<file path="src/sv/byte_level_pretoken_segmenter_macros.svh">
// ----------------------------------------------------------------------------
// Byte-level pre-token segmenter assertion macros
// Concurrent assertion wrappers; empty when SYNTHESIS is defined.
// ----------------------------------------------------------------------------
`ifndef BYTE_LEVEL_PRETOKEN_SEGMENTER_MACROS_SVH
`define BYTE_LEVEL_PRETOKEN_SEGMENTER_MACROS_SVH

`ifndef SYNTHESIS
// Same-cycle implication
`define BLPS_ASSERT_IMPLIES(lbl, clk, rst_n, ante, cons, msg) \
    lbl: assert property (@(posedge clk) disable iff (!rst_n) (ante) |-> (cons)) \
        else $error(msg);
// Next-cycle implication
`define BLPS_ASSERT_NEXT(lbl, clk, rst_n, ante, cons, msg) \
    lbl: assert property (@(posedge clk) disable iff (!rst_n) (ante) |=> (cons)) \
        else $error(msg);
`else
`define BLPS_ASSERT_IMPLIES(lbl, clk, rst_n, ante, cons, msg)
`define BLPS_ASSERT_NEXT(lbl, clk, rst_n, ante, cons, msg)
`endif

`endif

</file>
<file path="src/sv/blps_pkg.sv">
// ----------------------------------------------------------------------------
// Pre-token segmenter package
// Run classes, byte constants and the item types shared by the modules.
// ----------------------------------------------------------------------------
`default_nettype none

package blps_pkg;

    // Run classes; the low two bits are the reported run_class
    typedef enum logic [2:0] {
        RUN_SPACE = 3'd0,
        RUN_ALPHA = 3'd1,
        RUN_DIGIT = 3'd2,
        RUN_OTHER = 3'd3,
        RUN_NONE  = 3'd4
    } run_t;

    localparam logic [7:0] LEAD_FOUR  = 8'hF0;
    localparam logic [7:0] LEAD_THREE = 8'hE0;
    localparam logic [7:0] LEAD_TWO   = 8'hC0;
    localparam logic [7:0] SPACE_BYTE = 8'h20;
    localparam logic [3:0] DIGIT_LIMIT_RESET = 4'd3;

    // Classification of one byte
    typedef struct packed {
        run_t       run;
        logic [1:0] tail_len;
    } class_info_t;

    // One result item
    typedef struct packed {
        logic [7:0] data;
        logic       start;
        logic [1:0] cls;
        logic       text_end;
    } result_t;

endpackage

`default_nettype wire

</file>
<file path="src/sv/blps_classify.sv">
// ----------------------------------------------------------------------------
// Byte classifier
// Maps a raw byte to its run class and the tail length of a UTF-8 lead byte.
// ----------------------------------------------------------------------------
`default_nettype none

module blps_classify
    import blps_pkg::*;
(
    input  wire logic [7:0]  text_byte,
    output class_info_t      info
);

    // Pick the class of the byte
    always_comb
    begin
        info.tail_len = 2'd0;
        if (text_byte inside {SPACE_BYTE, [8'h09:8'h0D]})
        begin
            info.run = RUN_SPACE;
        end
        else if (text_byte inside {[8'h61:8'h7A], [8'h41:8'h5A]})
        begin
            info.run = RUN_ALPHA;
        end
        else if (text_byte inside {[8'h30:8'h39]})
        begin
            info.run = RUN_DIGIT;
        end
        else
        begin
            info.run = RUN_OTHER;
            // Lead bytes take in one to three following bytes
            if (text_byte >= LEAD_FOUR)
            begin
                info.tail_len = 2'd3;
            end
            else if (text_byte >= LEAD_THREE)
            begin
                info.tail_len = 2'd2;
            end
            else if (text_byte >= LEAD_TWO)
            begin
                info.tail_len = 2'd1;
            end
        end
    end

endmodule

`default_nettype wire

</file>
<file path="src/sv/blps_core.sv">
// ----------------------------------------------------------------------------
// Segmenter core
// Holds run state and the group limit, and forms the result of each item.
// ----------------------------------------------------------------------------
`default_nettype none

module blps_core
    import blps_pkg::*;
(
    input  wire logic        clk,
    input  wire logic        rst_n,
    input  wire logic        accept,
    input  wire logic [7:0]  text_byte,
    input  wire logic        last_of_text,
    input  wire logic        cfg_write_en,
    input  wire logic [3:0]  cfg_write_data,
    output result_t          result
);

    class_info_t info;

    run_t       current_run_reg,          current_run_next;
    logic [3:0] digits_in_group_reg,      digits_in_group_next;
    logic [1:0] continuation_left_reg,    continuation_left_next;
    logic       single_space_pending_reg, single_space_pending_next;
    logic [3:0] digit_group_limit_reg;

    logic       start;
    run_t       cls;

    blps_classify u_classify
    (
        .text_byte (text_byte),
        .info      (info)
    );

    // Work out start flag and next state
    always_comb
    begin
        current_run_next          = current_run_reg;
        digits_in_group_next      = digits_in_group_reg;
        continuation_left_next    = continuation_left_reg;
        single_space_pending_next = single_space_pending_reg;
        cls                       = info.run;
        start                     = 1'b0;

        if (continuation_left_reg != 2'd0)
        begin
            // Tail byte of a multi-byte sequence
            cls                    = RUN_OTHER;
            continuation_left_next = continuation_left_reg - 2'd1;
        end
        else
        begin
            if (info.run == RUN_SPACE)
            begin
                start                     = (current_run_reg != RUN_SPACE);
                single_space_pending_next = start && (text_byte == SPACE_BYTE);
                digits_in_group_next      = 4'd0;
            end
            else
            begin
                if (info.run == RUN_DIGIT)
                begin
                    if (current_run_reg == RUN_DIGIT &&
                        digits_in_group_reg < digit_group_limit_reg)
                    begin
                        digits_in_group_next = digits_in_group_reg + 4'd1;
                    end
                    else
                    begin
                        start                = 1'b1;
                        digits_in_group_next = 4'd1;
                    end
                end
                else
                begin
                    start                = (current_run_reg != info.run);
                    digits_in_group_next = 4'd0;
                end
                // A lone space joins the token that follows
                if (single_space_pending_reg)
                begin
                    start = 1'b0;
                end
                single_space_pending_next = 1'b0;
                continuation_left_next    = info.tail_len;
            end
            current_run_next = info.run;
        end

        // Drop all run state after the final byte
        if (last_of_text)
        begin
            current_run_next          = RUN_NONE;
            digits_in_group_next      = 4'd0;
            continuation_left_next    = 2'd0;
            single_space_pending_next = 1'b0;
        end
    end

    assign result.data     = text_byte;
    assign result.start    = start;
    assign result.cls      = cls[1:0];
    assign result.text_end = last_of_text;

    // Advance state on each accepted item
    always_ff @(posedge clk or negedge rst_n)
    begin
        if (!rst_n)
        begin
            current_run_reg          <= RUN_NONE;
            digits_in_group_reg      <= 4'd0;
            continuation_left_reg    <= 2'd0;
            single_space_pending_reg <= 1'b0;
        end
        else if (accept)
        begin
            current_run_reg          <= current_run_next;
            digits_in_group_reg      <= digits_in_group_next;
            continuation_left_reg    <= continuation_left_next;
            single_space_pending_reg <= single_space_pending_next;
        end
    end

    // Hold the digit group limit
    always_ff @(posedge clk or negedge rst_n)
    begin
        if (!rst_n)
        begin
            digit_group_limit_reg <= DIGIT_LIMIT_RESET;
        end
        else if (cfg_write_en)
        begin
            digit_group_limit_reg <= cfg_write_data;
        end
    end

endmodule

`default_nettype wire

</file>
<file path="src/sv/blps_out_skid.sv">
// ----------------------------------------------------------------------------
// Output skid buffer
// Two-entry result stage; input ready depends only on registered state.
// ----------------------------------------------------------------------------
`default_nettype none

module blps_out_skid
    import blps_pkg::*;
(
    input  wire logic  clk,
    input  wire logic  rst_n,
    input  wire logic  push,
    input  wire result_t push_item,
    output logic       in_ready,
    output logic       out_valid,
    input  wire logic  out_ready,
    output result_t    out_item
);

    logic    main_valid_reg, main_valid_next;
    logic    skid_valid_reg, skid_valid_next;
    result_t main_reg,       main_next;
    result_t skid_reg,       skid_next;
    logic    pop;

    assign in_ready  = !skid_valid_reg;
    assign out_valid = main_valid_reg;
    assign out_item  = main_reg;
    assign pop       = main_valid_reg && out_ready;

    // Move items between main and skid entries
    always_comb
    begin
        main_valid_next = main_valid_reg;
        skid_valid_next = skid_valid_reg;
        main_next       = main_reg;
        skid_next       = skid_reg;
        if (pop)
        begin
            if (skid_valid_reg)
            begin
                main_next       = skid_reg;
                skid_valid_next = 1'b0;
            end
            else if (push)
            begin
                main_next = push_item;
            end
            else
            begin
                main_valid_next = 1'b0;
            end
        end
        else if (push)
        begin
            if (!main_valid_reg)
            begin
                main_next       = push_item;
                main_valid_next = 1'b1;
            end
            else
            begin
                skid_next       = push_item;
                skid_valid_next = 1'b1;
            end
        end
    end

    // Hold valid flags
    always_ff @(posedge clk or negedge rst_n)
    begin
        if (!rst_n)
        begin
            main_valid_reg <= 1'b0;
            skid_valid_reg <= 1'b0;
        end
        else
        begin
            main_valid_reg <= main_valid_next;
            skid_valid_reg <= skid_valid_next;
        end
    end

    // Hold payload
    always_ff @(posedge clk)
    begin
        main_reg <= main_next;
        skid_reg <= skid_next;
    end

endmodule

`default_nettype wire

</file>
<file path="src/sv/byte_level_pretoken_segmenter.sv">
// An accepted byte is registered and reaches out_valid in the cycle after accept when the output is free.
// Throughput: one byte per cycle while in_ready is high; the run state is fed back from its own registers.
// A two-entry output stage keeps input ready while one result waits.
// Reset: rst_n clears run state and output valid; the limit returns to 3.
// ----------------------------------------------------------------------------
// Byte-level pre-token segmenter
// Marks pre-token starts in a byte stream, one byte per item.
// ----------------------------------------------------------------------------
`default_nettype none
`include "byte_level_pretoken_segmenter_macros.svh"

module byte_level_pretoken_segmenter
    import blps_pkg::*;
(
    input  wire logic        clk,
    input  wire logic        rst_n,
    input  wire logic        in_valid,
    output logic             in_ready,
    input  wire logic [7:0]  text_byte,
    input  wire logic        last_of_text,
    input  wire logic        cfg_write_en,
    input  wire logic [3:0]  cfg_write_data,
    output logic             out_valid,
    input  wire logic        out_ready,
    output logic [7:0]       out_byte,
    output logic             token_start,
    output logic [1:0]       run_class,
    output logic             text_end
);

    logic    in_accept;
    result_t core_res;
    result_t out_item;

    assign in_accept = in_valid && in_ready;

    blps_core u_core
    (
        .clk            (clk),
        .rst_n          (rst_n),
        .accept         (in_accept),
        .text_byte      (text_byte),
        .last_of_text   (last_of_text),
        .cfg_write_en   (cfg_write_en),
        .cfg_write_data (cfg_write_data),
        .result         (core_res)
    );

    blps_out_skid u_out
    (
        .clk       (clk),
        .rst_n     (rst_n),
        .push      (in_accept),
        .push_item (core_res),
        .in_ready  (in_ready),
        .out_valid (out_valid),
        .out_ready (out_ready),
        .out_item  (out_item)
    );

    assign out_byte    = out_item.data;
    assign token_start = out_item.start;
    assign run_class   = out_item.cls;
    assign text_end    = out_item.text_end;

    // A full output stage always has a result on offer
    `BLPS_ASSERT_IMPLIES(a_stall_has_output, clk, rst_n, !in_ready, out_valid, "input stalled with no output")

    // An item entering an empty output shows up on the next cycle
    `BLPS_ASSERT_NEXT(a_empty_pass, clk, rst_n, in_accept && !out_valid, out_valid && (out_byte == $past(text_byte)), "item did not reach output")

    // A lead byte that opens a token is followed by a tail byte
    `BLPS_ASSERT_NEXT(a_lead_tail, clk, rst_n, in_accept && (text_byte >= LEAD_TWO) && core_res.start && !last_of_text, !in_accept || (!core_res.start && (core_res.cls == 2'(RUN_OTHER))), "tail byte not taken in")

endmodule

`default_nettype wire
</file>
<file path="config.mk">
export PLATFORM = sky130hd
export DESIGN_NAME = byte_level_pretoken_segmenter
export DESIGN_NICKNAME = d
export VERILOG_FILES = /design/src/sv/blps_pkg.sv /design/src/sv/blps_classify.sv /design/src/sv/blps_core.sv /design/src/sv/blps_out_skid.sv /design/src/sv/byte_level_pretoken_segmenter.sv
export VERILOG_INCLUDE_DIRS = /design/src /design/src/sv
export SDC_FILE = /design/constraint.sdc
export NUM_CORES = 1
export LEC_CHECK = 0
export ABC_AREA = 0
export BUFFER_PORTS_ARGS = -buffer_cell sky130_fd_sc_hd__buf_2
export CORE_ASPECT_RATIO = 1.1
export CORE_MARGIN = 10
export CORE_UTILIZATION = 35
export CTS_CLUSTER_SIZE = 30
export DETAILED_ROUTE_END_ITERATION = 12
export SKIP_LAST_GASP = 1
export SYNTH_ARGS = -nofsm -noshare
export SYNTH_HDL_FRONTEND = slang
export SYNTH_SLANG_ARGS = --single-unit
</file>
<file path="constraint.sdc">
create_clock -name clk -period 2.4 [get_ports clk]
set_input_delay 0.24 -clock clk [delete_from_list [all_inputs] [get_ports clk]]
set_output_delay 0.24 -clock clk [all_outputs]
set_load 0.02 [all_outputs]
</file>
==> impl_metrics.csv <==
group,metric,value,unit
timing,fmax,514,MHz
floorplan,start_util,35.9,%
cells_and_area,layout.nets,223,
logic_synthesis,synth.avg_cell_area,11.9,µm²
logic_synthesis,synth_fp_nets,184,
min_path,hp-class,"input port to register",
global_routing,grt_pass1_wl,6.83,mm
min_path,min_from,"out_ready",
cells_and_area,drive_gt1_share,30.2,%
power_and_ir_drop,internal_power,1.37,mW
logic_synthesis,yosys_warnings,0,
clocking,cts_tree,"built",
logic_synthesis,synth_edf_count,24,
clocking,htree_levels,2,
clocking,clk_latency,290,ps
power_and_ir_drop,powerDensity,921,nW/µm²
worst_setup_path,reg2reg_to,"u_core.digits_in_group_reg[2]",
timing,finClkSkew,5.31,ps
logic_synthesis,ys_top_cells_by_count,"edfxtp_1 (24), nand2_1 (14), dfrtp_1 (13)",
run,maxCapViolCount,0,
global_routing,track_usage,9.43,%
logic_synthesis,synth.most_common_cell,"edfxtp_1",
logic_synthesis,synth_seq_area_share,58.5,%
timing,fin_ws,453,ps
clocking,hold_buffers,1,
logic_synthesis,netlist_instances,162,
place,dp_hpwl,3.02,mm
power_and_ir_drop,clkPwrFrac,21.1,%
global_routing,grt_start_max_net_pins,17,
clocking,cts.sink_count,40,
clocking,cts.repair.resized,0,
cells_and_area,fillers,527,
place,io_buffer_count,31,
floorplan,io_pins,32,
cells_and_area,fin_util,42.5,%
routing,wirelength,4.11,mm
clocking,root_buffer,"clkbuf_8",
timing,rsz0062_at_grt,"false",
worst_setup_path,crit_fanout,6,
global_routing,overflow,0,
timing,setup-violations-final,0,
timing,hold_viol,0,
routing,routedWlPerCell,14.8,µm
logic_synthesis,synth.area.top_cells,"edfxtp_1 (37%), dfrtp_1 (17%), mux2_2 (5.9%)",
worst_setup_path,end_kind,"register",
power_and_ir_drop,ir_worst_vdd,0.000243,V
worst_setup_path,r2r_cells,5,
logic_synthesis,synth_top_area_share,37.5,%
floorplan,dieHeight,97.7,µm
power_and_ir_drop,p_switching,729,µW
timing,tightest_slew,610,ps
clocking,cts_made_buffers,5,
clocking,clk_path_buf_depth,2,
clocking,post-cts-setup-buffer-count,0,
floorplan,fp-row-count,28,
timing,fin_crit_sh,81.1,%
timing,slew_headroom,58.9,%
cells_and_area,multiInputGateArea,748,µm²
cells_and_area,design_area,2280,µm²
power_and_ir_drop,p_leak,0.928,nW
power_and_ir_drop,netSwitchingFraction,34.7,%
place,placedCellCount,268,
logic_synthesis,ys_async_sr_fraction,40.0,%
routing,drt_pre_antenna_iters,4,
logic_synthesis,ys_types,49,
run_status,run_status,"completed",
timing,finalMaxSlewViolations,0,
timing,whs,142,ps
routing,vias,1367,
timing,fin_tns_setup,0,ps
logic_synthesis,synth_ff_type,"edfxtp_1",
logic_synthesis,syn_area,1920,µm²
routing,drc,0,
worst_setup_path,path_class,"register to register",
logic_synthesis,yosysTopAreaCell,"edfxtp_1",
place,dpl-instance-area,2180,µm²
routing,drt_iter0_drc,53,
min_path,hold_end,"u_out.skid_valid_reg",
worst_setup_path,r2r_start,"u_core.continuation_left_reg[1]",
cells_and_area,area_growth,18.5,%
power_and_ir_drop,seqPwrFrac,48.1,%
global_routing,grt_pass1_vias,1360,
floorplan,dieWidth,90.7,µm
min_path,whs_path_depth,2,
timing,min_period,1950,ps
cells_and_area,layout.cells.non_filler,277,
global_routing,antenna_found_initial,0,
worst_setup_path,regToRegSetupSlack,450,ps
floorplan,core,5360,µm²
routing,ant_nets,0,
cells_and_area,seq_area,1120,µm²
floorplan,die-area,8860,µm²
routing,viasPerCell,4.94,
clocking,clk_pin_slew_worst_paths,80,ps
power_and_ir_drop,finalPower,2.10,mW
logic_synthesis,yosys_register_bits,40,
worst_setup_path,cp.required,2630,ps
place,dpl_worst_slack,407,ps
cells_and_area,antenna_cells,0,
place,place_congestion,0.760,
power_and_ir_drop,comb_power_share,30.8,%
worst_setup_path,crit_path_start_kind,"register",
worst_setup_path,critPathArrivalTime,2180,ps
[layer usage]
| layer | global-route usage (%) | vias up | wire length (µm) |
|---|---|---|---|
| met5 | 0 | - | 0 |
| met4 | 4.04 | 0 | 44 |
| met3 | 3.06 | 4 | 222 |
| met2 | 14.5 | 30 | 1940 |
| met1 | 11.9 | 649 | 1900 |
| li1 | - | 684 | - |
[worst max-delay path: stages, from the launching register on]
cell	delay, ps
dfrtp_1	420
or2_0	340
or3_4	440
a2111o_1	420
o21bai_1	140
a21o_1	130
[kinds of logic after synthesis]
| group | synth area share, % |
|---|---|
| buf+inv | 2.60 |
| mux | 6.38 |
| xor+xnor | 0.456 |
| flops | 58.5 |
| fa+ha+maj | 2.60 |
| compound gates | 15.2 |
| simple gates | 14.2 |
[layout by cell type, fill, tap and decap left out, drive strengths merged, types with 4 or more instances in the layout]
| cell | instances |
|---|---|
| a21o | 4 |
| a21oi | 11 |
| buf | 34 |
| clkbuf | 5 |
| dfrtp | 13 |
| edfxtp | 24 |
| ha | 4 |
| inv | 10 |
| mux2 | 10 |
| nand2 | 14 |
| nor2 | 6 |
| o21ai | 12 |
[cell type report]
type / count / share of cell area [%]
tap: 75 / 4.12
sequential: 40 / 49.3
clock buffer: 5 / 3.02
multi-input combinational: 109 / 32.8
clock inverter: 3 / 0.823
inverter: 10 / 1.65
timing repair buffer: 35 / 8.23
[how the worst max path moves through the flow]
| stage | from | endpoint | cells past startpoint |
|---|---|---|---|
| final | u_core.continuation_left_reg[1] | u_core.digits_in_group_reg[2] | 5 |
| after detailed placement | text_byte[2] | u_out.skid_reg[2] | 6 |
| after floorplan | u_core.digit_group_limit_reg[0] | u_core.digits_in_group_reg[2] | 5 |
| after global placement | text_byte[3] | u_out.skid_reg[2] | 6 |
| after CTS | u_core.continuation_left_reg[1] | u_core.digits_in_group_reg[2] | 5 |
| after global routing | u_core.digit_group_limit_reg[1] | u_core.digits_in_group_reg[2] | 6 |
[power groups by stage]
stage	sequential [mW]	combinational [mW]	clock (mW)
after floorplan	1.12	0.331	0
after global placement	1.03	0.653	0
after detailed placement	1.03	0.659	0
after CTS	1.01	0.666	0.462
after global routing	1.03	0.720	0.490
final	1.01	0.647	0.444
(Power assumes the default switching activity.)
